## config.mk

```make
export PLATFORM = sky130hd
export DESIGN_NAME = led_twinkle_envelope
export DESIGN_NICKNAME = d
export VERILOG_FILES = /design/src/design/lte_pkg.sv /design/src/design/lte_ram.sv /design/src/design/lte_ctrl.sv /design/src/design/lte_datapath.sv /design/src/design/led_twinkle_envelope.sv
export VERILOG_INCLUDE_DIRS = /design/src /design/src/design
export SDC_FILE = /design/constraint.sdc
export NUM_CORES = 2
export LEC_CHECK = 0
export ABC_AREA = 0
export BUFFER_PORTS_ARGS = -buffer_cell sky130_fd_sc_hd__buf_2
export CORE_MARGIN = 2
export CORE_UTILIZATION = 55
export DETAILED_ROUTE_END_ITERATION = 8
export PLACE_DENSITY = 0.74
export SETUP_SLACK_MARGIN = 0.3
export SLEW_MARGIN = 20
export SYNTH_ARGS = -nofsm -noshare
export SYNTH_HDL_FRONTEND = slang
export SYNTH_HIERARCHICAL = 1
export SYNTH_SLANG_ARGS = --single-unit
```

## constraint.sdc

```tcl
create_clock -name clk -period 6.4 [get_ports clk]
set_clock_uncertainty 0.2 [all_clocks]
set_input_delay 0.32 -clock clk [delete_from_list [all_inputs] [get_ports clk]]
set_output_delay 0.32 -clock clk [all_outputs]
set_load 0.005 [all_outputs]
```

## src/design/led_twinkle_envelope_defines.svh

```systemverilog
// Assertion macros shared by the led_twinkle_envelope RTL.
// No dependencies; define ASSERT_OFF to compile the checks out.
`ifndef LED_TWINKLE_ENVELOPE_DEFINES_SVH
`define LED_TWINKLE_ENVELOPE_DEFINES_SVH

`ifndef ASSERT_OFF
// prop must hold at every edge outside reset
`define LTE_ASSERT(label, clk, rst, prop) \
  label: assert property (@(posedge clk) disable iff (rst) (prop)) \
    else $error("lte assertion failed");
// when a holds, b must hold in the next cycle
`define LTE_ASSERT_NEXT(label, clk, rst, a, b) \
  label: assert property (@(posedge clk) disable iff (rst) (a) |=> (b)) \
    else $error("lte assertion failed");
`else
`define LTE_ASSERT(label, clk, rst, prop)
`define LTE_ASSERT_NEXT(label, clk, rst, a, b)
`endif

`endif

```

## src/design/lte_pkg.sv

```systemverilog
// Shared types, widths, constant tables for the LED twinkle envelope.
// No dependencies; imported by every module of the block but lte_ram.
package lte_pkg;

  localparam int NUM_PIXELS = 64;
  localparam int IDX_W      = (NUM_PIXELS > 1) ? $clog2(NUM_PIXELS) : 1;

  // field widths
  localparam int PIX_W   = 6;
  localparam int PAT_W   = 4;
  localparam int ROLL_W  = 7;
  localparam int LEVEL_W = 8;
  localparam int LIFE_W  = 10;
  localparam int HALF_W  = 9;                  // half of the longest life, 500
  localparam int PROD_W  = HALF_W + LEVEL_W;   // d * span
  localparam int ENTRY_W = PAT_W + LIFE_W;

  // divider: quotient never exceeds span, so one step per level bit
  localparam int DIV_STEPS = LEVEL_W;
  localparam int STEP_W    = $clog2(DIV_STEPS);

  localparam logic [LEVEL_W-1:0] BASE_RESET  = 8'h30;
  localparam logic [LEVEL_W-1:0] LEVEL_MAX   = 8'hFF;
  localparam logic [LIFE_W-1:0]  DECAY_FLOOR = 10'd2;

  // opcodes
  localparam logic OP_SPAWN  = 1'b0;
  localparam logic OP_RENDER = 1'b1;

  typedef enum logic [2:0] {
    ST_IDLE,
    ST_READ,
    ST_MUL,
    ST_DIV,
    ST_DONE
  } lte_state_t;

  typedef struct packed {
    logic capture;
    logic eval;
    logic mul_load;
    logic div_step;
    logic div_last;
    logic out_load;
  } lte_cmd_t;

  typedef struct packed {
    logic env_go;
  } lte_stat_t;

  function automatic logic [LIFE_W-1:0] life_of_class(input logic [1:0] cls);
    logic [LIFE_W-1:0] life;
    unique case (cls)
      2'd0: life = 10'd120;
      2'd1: life = 10'd200;
      2'd2: life = 10'd300;
      2'd3: life = 10'd1000;
      default: life = '0;
    endcase
    return life;
  endfunction

  function automatic logic [ROLL_W-1:0] chance_of_class(input logic [1:0] cls);
    logic [ROLL_W-1:0] chance;
    unique case (cls)
      2'd0: chance = 7'd0;
      2'd1: chance = 7'd1;
      2'd2: chance = 7'd1;
      2'd3: chance = 7'd5;
      default: chance = '0;
    endcase
    return chance;
  endfunction

endpackage

```

## src/design/lte_ram.sv

```systemverilog
// Generic single-write, single-read RAM with registered read data.
// No dependencies.
module lte_ram #(
  parameter int WIDTH = 8,
  parameter int DEPTH = 64
) (
  input  logic                                      clk,
  input  logic                                      we,
  input  logic [((DEPTH > 1) ? $clog2(DEPTH) : 1)-1:0] waddr,
  input  logic [WIDTH-1:0]                          wdata,
  input  logic [((DEPTH > 1) ? $clog2(DEPTH) : 1)-1:0] raddr,
  output logic [WIDTH-1:0]                          rdata
);

  logic [WIDTH-1:0] mem [DEPTH];

  always_ff @(posedge clk) begin
    if (we) begin
      mem[waddr] <= wdata;
    end
    rdata <= mem[raddr];
  end

endmodule

```

## src/design/lte_ctrl.sv

```systemverilog
// Sequencer for the twinkle envelope: item handshake, step count, result beat.
// Depends on lte_pkg and led_twinkle_envelope_defines.svh.
`include "led_twinkle_envelope_defines.svh"

module lte_ctrl (
  input  logic               clk,
  input  logic               rst,
  input  logic               in_valid,
  output logic               in_ready,
  output logic               out_valid,
  input  logic               out_ready,
  input  lte_pkg::lte_stat_t stat,
  output lte_pkg::lte_cmd_t  cmd
);
  import lte_pkg::*;

  lte_state_t        state, state_next;
  logic [STEP_W-1:0] step;
  logic              step_last;
  logic              out_free;

  assign step_last = (step == STEP_W'(DIV_STEPS - 1));
  assign out_free  = !out_valid || out_ready;

  always_comb begin
    state_next = state;
    unique case (state)
      ST_IDLE: if (in_valid) state_next = ST_READ;
      ST_READ: state_next = stat.env_go ? ST_MUL : ST_DONE;
      ST_MUL:  state_next = ST_DIV;
      ST_DIV:  if (step_last) state_next = ST_DONE;
      ST_DONE: if (out_free) state_next = ST_IDLE;
      default: state_next = ST_IDLE;
    endcase
  end

  always_comb begin
    in_ready     = (state == ST_IDLE);
    cmd.capture  = in_valid && (state == ST_IDLE);
    cmd.eval     = (state == ST_READ);
    cmd.mul_load = (state == ST_MUL);
    cmd.div_step = (state == ST_DIV);
    cmd.div_last = (state == ST_DIV) && step_last;
    cmd.out_load = (state == ST_DONE) && out_free;
  end

  always_ff @(posedge clk) begin
    if (rst) begin
      state     <= ST_IDLE;
      step      <= '0;
      out_valid <= 1'b0;
    end else begin
      state <= state_next;
      if (cmd.mul_load) begin
        step <= '0;
      end else if (cmd.div_step) begin
        step <= step + 1'b1;
      end
      if (cmd.out_load) begin
        out_valid <= 1'b1;
      end else if (out_ready) begin
        out_valid <= 1'b0;
      end
    end
  end

  `LTE_ASSERT_NEXT(a_capture_reads, clk, rst, cmd.capture, state == ST_READ)
  `LTE_ASSERT_NEXT(a_div_ends, clk, rst, cmd.div_last, state == ST_DONE)
  `LTE_ASSERT(a_busy_not_ready, clk, rst, (state != ST_IDLE) |-> !in_ready)

endmodule

```

## src/design/lte_datapath.sv

```systemverilog
// Datapath: pixel state RAM with valid bits, decay, envelope multiply and
// restoring divider, result register. Depends on lte_pkg, lte_ram, defines.
`include "led_twinkle_envelope_defines.svh"

module lte_datapath (
  input  logic                         clk,
  input  logic                         rst,
  input  lte_pkg::lte_cmd_t            cmd,
  output lte_pkg::lte_stat_t           stat,
  input  logic                         cfg_we,
  input  logic [lte_pkg::LEVEL_W-1:0]  cfg_wdata,
  input  logic                         opcode,
  input  logic [lte_pkg::PIX_W-1:0]    pixel_index,
  input  logic [lte_pkg::PAT_W-1:0]    pattern,
  input  logic [lte_pkg::ROLL_W-1:0]   blink_roll,
  output logic [lte_pkg::LEVEL_W-1:0]  level,
  output logic                         accepted
);
  import lte_pkg::*;

  // captured item
  logic              op_q;
  logic [IDX_W-1:0]  idx_q;
  logic              idx_ok_q;
  logic [PAT_W-1:0]  pat_q;
  logic [ROLL_W-1:0] roll_q;

  logic [LEVEL_W-1:0]    base_level;
  logic [NUM_PIXELS-1:0] live;         // entry written since reset

  logic [ENTRY_W-1:0] rd_data, wr_data;
  logic               wr_en;
  logic [IDX_W-1:0]   raddr;

  logic [LIFE_W-1:0] ent_life, life_dec, maxl;
  logic [PAT_W-1:0]  ent_pat;
  logic              start;
  logic [HALF_W-1:0] half_next, d_next;

  logic [HALF_W-1:0]  half_q, d_q, rem_q, rem_next;
  logic [LEVEL_W-1:0] lo_q, quo_q, quo_next, span;
  logic [PROD_W-1:0]  prod;
  logic [HALF_W:0]    trial;
  logic               ge;

  logic [LEVEL_W-1:0] res_level;
  logic               res_acc;

  assign raddr = cmd.capture ? IDX_W'(pixel_index) : idx_q;

  lte_ram #(
    .WIDTH (ENTRY_W),
    .DEPTH (NUM_PIXELS)
  ) u_state_ram (
    .clk   (clk),
    .we    (wr_en),
    .waddr (idx_q),
    .wdata (wr_data),
    .raddr (raddr),
    .rdata (rd_data)
  );

  // entry lookup and update, in the cycle after capture
  always_comb begin
    ent_life = live[idx_q] ? rd_data[LIFE_W-1:0] : '0;
    ent_pat  = live[idx_q] ? rd_data[ENTRY_W-1:LIFE_W] : '0;
    start    = idx_ok_q && (ent_life == '0);
    life_dec = (ent_life > DECAY_FLOOR) ? ent_life - 1'b1 : '0;
    wr_en    = cmd.eval && ((op_q == OP_RENDER) ? idx_ok_q : start);
    wr_data  = (op_q == OP_RENDER) ? {ent_pat, life_dec}
                                   : {pat_q, life_of_class(pat_q[1:0])};

    maxl      = life_of_class(ent_pat[1:0]);
    half_next = HALF_W'(maxl >> 1);
    if (life_dec > LIFE_W'(half_next)) begin
      d_next = (life_dec <= maxl) ? HALF_W'(maxl - life_dec) : '0;
    end else begin
      d_next = HALF_W'(life_dec);
    end

    stat.env_go = (op_q == OP_RENDER) && idx_ok_q && (life_dec != '0) &&
                  (roll_q > chance_of_class(ent_pat[3:2]));
  end

  // multiply and divide step
  assign span     = LEVEL_MAX - base_level;
  assign prod     = PROD_W'(d_q) * PROD_W'(span);
  assign trial    = {rem_q, lo_q[LEVEL_W-1]};
  assign ge       = (trial >= {1'b0, half_q});
  assign rem_next = ge ? HALF_W'(trial - {1'b0, half_q}) : HALF_W'(trial);
  assign quo_next = {quo_q[LEVEL_W-2:0], ge};

  always_ff @(posedge clk) begin
    if (rst) begin
      base_level <= BASE_RESET;
      live       <= '0;
    end else begin
      if (cfg_we) begin
        base_level <= cfg_wdata;
      end
      if (wr_en) begin
        live[idx_q] <= 1'b1;
      end
    end
  end

  always_ff @(posedge clk) begin
    if (cmd.capture) begin
      op_q     <= opcode;
      idx_q    <= IDX_W'(pixel_index);
      idx_ok_q <= (int'(pixel_index) < NUM_PIXELS);
      pat_q    <= pattern;
      roll_q   <= blink_roll;
    end
    if (cmd.eval) begin
      d_q       <= d_next;
      half_q    <= half_next;
      res_level <= (op_q == OP_RENDER) ? base_level : '0;
      res_acc   <= (op_q == OP_SPAWN) && start;
    end
    if (cmd.mul_load) begin
      // top bits are already below the divisor since d never exceeds half
      rem_q <= prod[PROD_W-1:LEVEL_W];
      lo_q  <= prod[LEVEL_W-1:0];
      quo_q <= '0;
    end
    if (cmd.div_step) begin
      rem_q <= rem_next;
      lo_q  <= {lo_q[LEVEL_W-2:0], 1'b0};
      quo_q <= quo_next;
      if (cmd.div_last) begin
        res_level <= base_level + quo_next;
      end
    end
    if (cmd.out_load) begin
      level    <= res_level;
      accepted <= res_acc;
    end
  end

  `LTE_ASSERT(a_rem_below_half, clk, rst, cmd.div_step |-> (rem_q < half_q))
  `LTE_ASSERT_NEXT(a_spawn_marks_live, clk, rst, cmd.eval && (op_q == OP_SPAWN) && idx_ok_q, live[idx_q])

endmodule

```

## src/design/led_twinkle_envelope.sv

```systemverilog
// Top level of the LED twinkle envelope block.
// Depends on lte_pkg, lte_ctrl, lte_datapath (and lte_ram below it).
//
// Twinkle envelope for a strip of 64 pixels. Each pixel holds a 10-bit life
// counter and a 4-bit pattern in a small RAM; valid bits make every pixel
// read as idle after reset, so no clearing pass is needed. An opcode 0 beat
// spawns a twinkle on an idle pixel (accepted=1, level=0); an opcode 1 beat
// decays the pixel and returns its grey level. An active pixel whose roll
// beats its blink chance gets base_level + floor(d*(255-base_level)/half),
// a triangle over its life; everything else gets base_level. Spawns and
// plain renders go from the capture to a read state and then to the done
// state, which loads the result register; an envelope render passes a
// multiply state and an 8-step restoring divider (one quotient bit per
// cycle) between the read and done states. One item is in flight at a time;
// in_ready returns as soon as the result is registered, so the next beat
// may be taken while the previous result still waits for out_ready; that
// item then holds in its last cycle until the result register frees up.
// cfg_we writes base_level (reset 0x30); write it only while the block is
// idle.
module led_twinkle_envelope (
  input  logic                         clk,
  input  logic                         rst,
  // configuration
  input  logic                         cfg_we,
  input  logic [lte_pkg::LEVEL_W-1:0]  cfg_wdata,
  // input beat
  input  logic                         in_valid,
  output logic                         in_ready,
  input  logic                         opcode,
  input  logic [lte_pkg::PIX_W-1:0]    pixel_index,
  input  logic [lte_pkg::PAT_W-1:0]    pattern,
  input  logic [lte_pkg::ROLL_W-1:0]   blink_roll,
  // result beat
  output logic                         out_valid,
  input  logic                         out_ready,
  output logic [lte_pkg::LEVEL_W-1:0]  level,
  output logic                         accepted
);
  import lte_pkg::*;

  lte_cmd_t  cmd;
  lte_stat_t stat;

  // sequencer: handshakes, divider step count
  lte_ctrl u_ctrl (
    .clk       (clk),
    .rst       (rst),
    .in_valid  (in_valid),
    .in_ready  (in_ready),
    .out_valid (out_valid),
    .out_ready (out_ready),
    .stat      (stat),
    .cmd       (cmd)
  );

  // state RAM, envelope arithmetic, result register
  lte_datapath u_datapath (
    .clk         (clk),
    .rst         (rst),
    .cmd         (cmd),
    .stat        (stat),
    .cfg_we      (cfg_we),
    .cfg_wdata   (cfg_wdata),
    .opcode      (opcode),
    .pixel_index (pixel_index),
    .pattern     (pattern),
    .blink_roll  (blink_roll),
    .level       (level),
    .accepted    (accepted)
  );

endmodule
```

After elaboration in Yosys (flattened, before gate mapping):

Memory sizes are Yosys's and may differ from the RTL's. A register that Yosys moved wholly into a read port is not among the register bits.
Index checks and enable logic that the tools add are counted.

* bitwise gates (word level): 2
* order comparisons: 7
* reductions and logical operators: 21
* equal/unequal tests: 17
* muxes and demuxes: 35
* add/sub/neg operators: 6
* multiply operators: 1

Operator list (number)
* $pmux W10 S4: 2
* $or A64 B64 Y64: 1
* $mux W8: 6
* $mux W9: 5
* $pmux W7 S3: 1
* $mux W10: 2
* $sub A9 B9 Y9: 2
* $mul A9 B8 Y17: 1
* $pmux W3 S5: 1
* $mux W14: 1
* $mux W7: 2
* $eq A2 B2 Y1 const B: 6
* $mux W3: 4
* $ge A10 B9 Y1: 1
* $gt A10 B2 Y1 const B: 1
* $gt A10 B9 Y1: 1
* $le A10 B10 Y1: 1
* $logic_not A10 Y1: 1
* $reduce_bool A10 Y1: 1
* $sub A10 B1 Y10 const B: 1
* $add A8 B8 Y8: 1
* $logic_and A1 B1 Y1: 8
* $sub A8 B8 Y8 const A: 1
* $gt A7 B7 Y1: 1
* other kinds (22): 37

* logic and storage cells: 109
* memories: 1
* register bits after elaboration: 157
* output and inout port bits: 11
* input bits: 31
* bits in writable memories: 896

Memories
* u_datapath.u_state_ram.mem: words 64, width 14, read ports 1, clocked after memory_dff 1, wr ports 1, RTL line lte_ram.sv:15 `logic [WIDTH-1:0] mem [DEPTH];`

Depth between registers and ports, before layout:

* depth in word-level cells: 10
* mapped depth: 25
* depth with buffers taken out: 21

Modules after synthesis:

Netlist, hierarchy kept.

Modules (own cells, without submodules)
* lte_ram: area each 34878.5 um^2, instances 1, cells an instance 1571
* lte_datapath: area each 10171.0 um^2, instances 1, cells an instance 1091
* lte_ctrl: area each 367.9 um^2, instances 1, cells an instance 45

Worst setup path before layout:

Ideal clock, no wire load.

* path type: register to register
* start point: register u_datapath.idx_q[0]
* end point: memory u_datapath/u_state_ram/mem[0][3] (netlist name), data pin
* stages on the path, launching flop included: 14
* required time: 5.498 ns
* arrival: 5.493 ns
* library setup time: 0.702 ns
* clock period less this slack: 6.396 ns
* path slack: 0.004 ns
* buffers on the path: 2
* cells stage by stage: dfxtp_1 -> buf_6 -> mux4_2 -> mux2_2 -> nand2_1 -> nand4_2 -> or3_1 -> buf_6 -> nand2_1 -> inv_1 -> ha_1 -> o21ai_1 -> o31ai_2 -> o21ai_0

* word-level cells in the longest chain between the ends: 6
* elaborated cells between the ends (all ways): 7
* those cells by class: 1 x add/sub; 1 x order compare; 5 x mux

RTL lines
* start: declaration: RTL line lte_datapath.sv:23 `logic [IDX_W-1:0] idx_q;`
* start signal: assignment: RTL line lte_datapath.sv:110 `idx_q <= IDX_W'(pixel_index);`
* $bmux W1 S6 *: RTL line lte_datapath.sv:65 `ent_life = live[idx_q] ? rd_data[LIFE_W-1:0] : '0;`
* $mux W1 (implied by the code) *: RTL line lte_datapath.sv:65
* $mux W10 *: RTL line lte_datapath.sv:65
* $sub A10 B1 Y10 / $gt A10 B2 Y1 (equally long branches): RTL line lte_datapath.sv:68 `life_dec = (ent_life > DECAY_FLOOR) ? ent_life - 1'b1 : '0;`
* $mux W10 *: RTL line lte_datapath.sv:68
* $mux W14 *: RTL line lte_datapath.sv:70 `wr_data = (op_q == OP_RENDER) ? {ent_pat, life_dec}`
* named net u_datapath.wr_data[3]: RTL line lte_datapath.sv:31 `logic [ENTRY_W-1:0] rd_data, wr_data;`
* end: declaration: RTL line lte_ram.sv:15

Mark *: on every way through the listed nets, which the timed path passes. The rest lies on a longest branch. The select of a mux whose other input is x is not followed.

Final worst setup path:

* start point: register u_datapath.idx_q[0]
* end point: register u_datapath.d_q[8], data pin

* word-level cells in the longest chain between the ends: 8
* elaborated cells between the ends (all ways): 17
* those cells by class: 2 x add/sub; 3 x order compare; 3 x eq/ne; 8 x mux; 1 x reduce/logical

RTL lines
* $bmux W1 S6 *: RTL line lte_datapath.sv:65, lte_datapath.sv:66
* $mux W1 (implied by the code) *: RTL line lte_datapath.sv:65, lte_datapath.sv:66
* $mux W10 / $mux W4 (equally long branches): RTL line lte_datapath.sv:65, lte_datapath.sv:66
* $sub A10 B1 Y10 (tied with other cells): RTL line lte_datapath.sv:68
* $mux W10 / $pmux W10 S4 (equally long branches): RTL line lte_datapath.sv:68, lte_pkg.sv:53
* $sub A9 B9 Y9 / $le A10 B10 Y1 (equally long branches): RTL line lte_datapath.sv:76 `d_next = (life_dec <= maxl) ? HALF_W'(maxl - life_dec) : '0;`
* $mux W9: RTL line lte_datapath.sv:76
* $mux W9 *: RTL line lte_datapath.sv:75 `if (life_dec > LIFE_W'(half_next)) begin`
* named net u_datapath.d_next[8]: RTL line lte_datapath.sv:38 `logic [HALF_W-1:0] half_next, d_next;`
* end signal: assignment: RTL line lte_datapath.sv:116 `d_q <= d_next;`
* end: declaration: RTL line lte_datapath.sv:40 `logic [HALF_W-1:0] half_q, d_q, rem_q, rem_next;`

Marked as above.
A chain may end at the register's enable or synchronous reset.

==> flow_metrics.env <==
export IMPL_rows=105
export IMPL_critPathKind="flop to flop"
export IMPL_reg2regPathDepth=19
export IMPL_p_clk_frac=0.306
export IMPL_diodes=0
export IMPL_final_layout_size_suffix_gt1_frac=0.208
export IMPL_multi_input_area_um2=13300
export IMPL_status="finished clean"
export IMPL_syn_nets=2860
export IMPL_switchingPower_w=0.00611
export IMPL_vdd_ir_drop_max_uv=313
export IMPL_clk_path_buf_depth=3
export IMPL_reg2reg_from="u_datapath/idx_q[0]$_DFF_P_"
export IMPL_io_pins=42
export IMPL_ff_latch_area_um2=30900
export IMPL_antenna_found_initial=0
export IMPL_drt_iter0_drc=2881
export IMPL_seq_area_frac_synth=0.680
export IMPL_power_leakage_nw=17.2
export IMPL_dr_total_vias=25242
export IMPL_yosysTopAreaCellShare=0.633
export IMPL_fin_crit_sh=0.908
export IMPL_initial_core_util=0.554
export IMPL_die_h_um=291
export IMPL_cp_max_fo=13
export IMPL_cts_sinks=1065
export IMPL_p_int_w=0.0138
export IMPL_endpoint_kind="flop"
export IMPL_synth_top_family_by_area="multiplexers"
export IMPL_synth_xor_xnor_area_share=0.00733
export IMPL_antenna_left=0
export IMPL_dieArea_um2=84900
export IMPL_hold_ws_ps=114
export IMPL_synth_seq_cells=1065
export IMPL_combPwrFrac=0.279
export IMPL_pwr_share_seq=0.415
export IMPL_area_growth_pct=12.5
export IMPL_synth_fa_ha_area_frac=0.0407
export IMPL_gp_congestion=0.867
export IMPL_cts_tree="yes"
export IMPL_maxSlewHeadroom=0.149
export IMPL_core_um2=82000
export IMPL_synthArstFlopShare=0
export IMPL_nets=3012
export IMPL_period_needed_ps=5810
export IMPL_yosys_warnings=6
export IMPL_min_to="u_datapath/idx_q[2]$_DFF_P_"
export IMPL_netlist_area_um2=45400
export IMPL_cts_root_buf="clkbuf_16"
export IMPL_clk_pin_slew_worst_paths_ps=60
export IMPL_synthSimpleGateAreaFrac=0.0582
export IMPL_synth_compound_area_share=0.0527
export IMPL_vias_per_cell=6.29
export IMPL_slew_viol_final=0
export IMPL_cp_arrival_ps=6020
export IMPL_syn_area_per_cell_um2=16.8
export IMPL_synth_cell_types=77
export IMPL_swShare=0.307
export IMPL_timing_reg2reg_setup_slack_ps=590
export IMPL_grt_pass1_wl_um=160000
export IMPL_routed_wl_um=106000
export IMPL_cap_violations=0
export IMPL_fillers=5686
export IMPL_hold_path_startpoint="pixel_index[2]"
export IMPL_synth_main_ff_cell="edfxtp_1"
export IMPL_finalHoldViolations=0
export IMPL_drtPass1Iterations=7
export IMPL_die_w_um=291
export IMPL_r2r_end="u_datapath/d_q[8]$_DFFE_PP_"
export IMPL_drc_errors=0
export IMPL_fin_tns_setup_ps=0
export IMPL_hp_class="input port to flop"
export IMPL_holdPathStages=4
export IMPL_worst_pin_slew_ps=1270
export IMPL_grt_overflow_total=0
export IMPL_post_drt_wl_per_cell_um=26.5
export IMPL_final_setup_viol_count=0
export IMPL_dp_hpwl_um=64200
export IMPL_cts_buffers=103
export IMPL_synthTopCellsByArea="edfxtp_1 (63%), mux4_2 (11%), dfxtp_1 (4.8%)"
export IMPL_synth_area_leader_cell="edfxtp_1"
export IMPL_rsz0062_at_grt="no"
export IMPL_io_buffer_count=41
export IMPL_cp_start_kind="flop"
export IMPL_track_usage=0.253
export IMPL_grt_pass1_vias=25319
export IMPL_cts_max_level=3
export IMPL_cellPowerDensity_nw_per_um2=390
export IMPL_synth_edf_count=957
export IMPL_grt_max_degree=114
export IMPL_required_ps=6610
export IMPL_syn_inst=2707
export IMPL_fmax_mhz=172
export IMPL_synth_area_mux_share=0.128
export IMPL_insertion_delay_ps=680
## logic make-up after synthesis
group                      after synthesis
AOI/OAI and AO/OA                      357
xor gates and xnor gates                38
adders and majority gates              122
buffers and inverters                  314
DFF                                   1065
muxes                                  288
and+or+nand+nor                        523
## sequential cells by signal, indices dropped and copies added, names as in the netlist, 4 cells and up
| signal | flops |
|---|---|
| u_datapath/idx_q | 6 |
| u_datapath/res_level | 8 |
| u_datapath/pat_q | 4 |
| u_datapath/d_q | 9 |
| u_datapath/quo_q | 7 |
| u_datapath/u_state_ram/mem | 896 |
| u_datapath/roll_q | 7 |
| u_datapath/rem_q | 9 |
| u_datapath/lo_q | 8 |
| u_datapath/half_q | 7 |
| u_datapath/u_state_ram/rdata | 14 |
| u_datapath/level | 8 |
| u_datapath/base_level | 8 |
| u_datapath/live | 64 |
## Yosys cell counts (all sizes together) (57+ instances only)
cell type and n:
edfxtp 957, mux4 232, inv 170, nor2 132
nand2 121, dfxtp 108, buf 87, o22ai 85
ha 79, nand2b 72, nor2b 70, a21oi 61
clkbuf 57
## per-layer routing
layer / share of wire / routed length (um) / GRT usage / up-vias
met4: 0.036 / 3830 / 0.0890 / 0
met2: 0.48 / 51000 / 0.402 / 1256
li1: - / - / - / 10836
met5: 0 / 0 / 0 / -
met3: 0.093 / 9840 / 0.0479 / 223
met1: 0.39 / 41600 / 0.353 / 12927
## power groups by stage
stage / clock [W] / combinational [W] / sequential [W]
2_1_floorplan: 0 / 0.00399 / 0.00834
3_3_place_gp: 0 / 0.00534 / 0.00840
3_5_place_dp: 0 / 0.00545 / 0.00841
4_1_cts: 0.00617 / 0.00553 / 0.00827
5_1_grt: 0.00644 / 0.00607 / 0.00829
6_report: 0.00609 / 0.00555 / 0.00827
## timing repair
action | in CTS | in global routing
hold buffers | 31 | 0
gates resized for setup | 3 | 8
buffers inserted | 4 | 1
setup endpoints to repair | 9 | 9
hold endpoints to repair | 32 | 0
pin swaps | 0 | 0
## through the flow
step	instance area (um^2)	total power (W)	util	setup slack (ps)	cells
6_report	51100	0.0199	0.623	588	4015
5_1_grt	51100	0.0208	0.623	312	4015
4_1_cts	51100	0.0200	0.623	375	4014
3_5_place_dp	47300	0.0139	0.577	-54.6	3788
3_3_place_gp	47300	0.0137	0.577	164	3788
2_1_floorplan	45400	0.0123	-	526	2707
## critical path, cell delays in order (launching register included)
cell and delay, ps:
dfxtp_4 500, mux4_1 580, mux2_2 280, nand2_1 110, nand4_2 240, or3_1 530
nand2_1 150, inv_1 60, ha_1 230, o21ai_2 210, o31a_1 310, buf_4 180
nand2b_1 160, ha_1 380, a21o_1 220, nor4_1 160, o31ai_1 160, and3_1 200
or4_1 460, a41o_1 240
## layout make-up
type / count / share of cell area
Inverter: 170 / 0.0125
Multi-Input combinational cell: 1328 / 0.260
Sequential cell: 1065 / 0.605
Timing Repair Buffer: 191 / 0.0294
Tap cell: 1070 / 0.0262
Clock buffer: 130 / 0.0553
Clock inverter: 61 / 0.0117
## worst max path at each step
stage          slack [ps]  cells past startpoint                                          to                   startpoint
4_1_cts               370                     22                 u_datapath/d_q[5]$_DFFE_PP_  u_datapath/idx_q[0]$_DFF_P_
5_1_grt               310                     19                 u_datapath/d_q[8]$_DFFE_PP_  u_datapath/idx_q[0]$_DFF_P_
6_report              590                     19                 u_datapath/d_q[8]$_DFFE_PP_  u_datapath/idx_q[0]$_DFF_P_
3_3_place_gp          160                     22                 u_datapath/d_q[6]$_DFFE_PP_  u_datapath/idx_q[0]$_DFF_P_
3_5_place_dp          -50                     22                 u_datapath/d_q[5]$_DFFE_PP_  u_datapath/idx_q[0]$_DFF_P_
2_1_floorplan         530                     14  u_datapath/u_state_ram/mem[0][6]$_DFFE_PP_  u_datapath/idx_q[0]$_DFF_P_
## cell usage in the layout (no fill, tap or decap), types with 15 or more instances in the layout
cell,count
nor3_1,21
nor2b_1,70
o31ai_1,15
a21oi_1,61
clkbuf_16,108
nand2_1,120
nor2_1,130
o221ai_1,17
buf_2,41
mux2i_1,30
inv_1,168
mux2_2,24
clkinv_2,15
a211oi_1,27
nand3_1,26
buf_4,110
mux4_2,231
a31oi_1,20
o22ai_1,84
clkbuf_1,18
ha_1,79
clkinv_1,23
xnor2_1,24
dfxtp_1,105
fa_1,43
dlygate4sd3_1,31
nand2b_1,71
o21ai_0,38
edfxtp_1,957
Power figures use the tool's default switching activity.
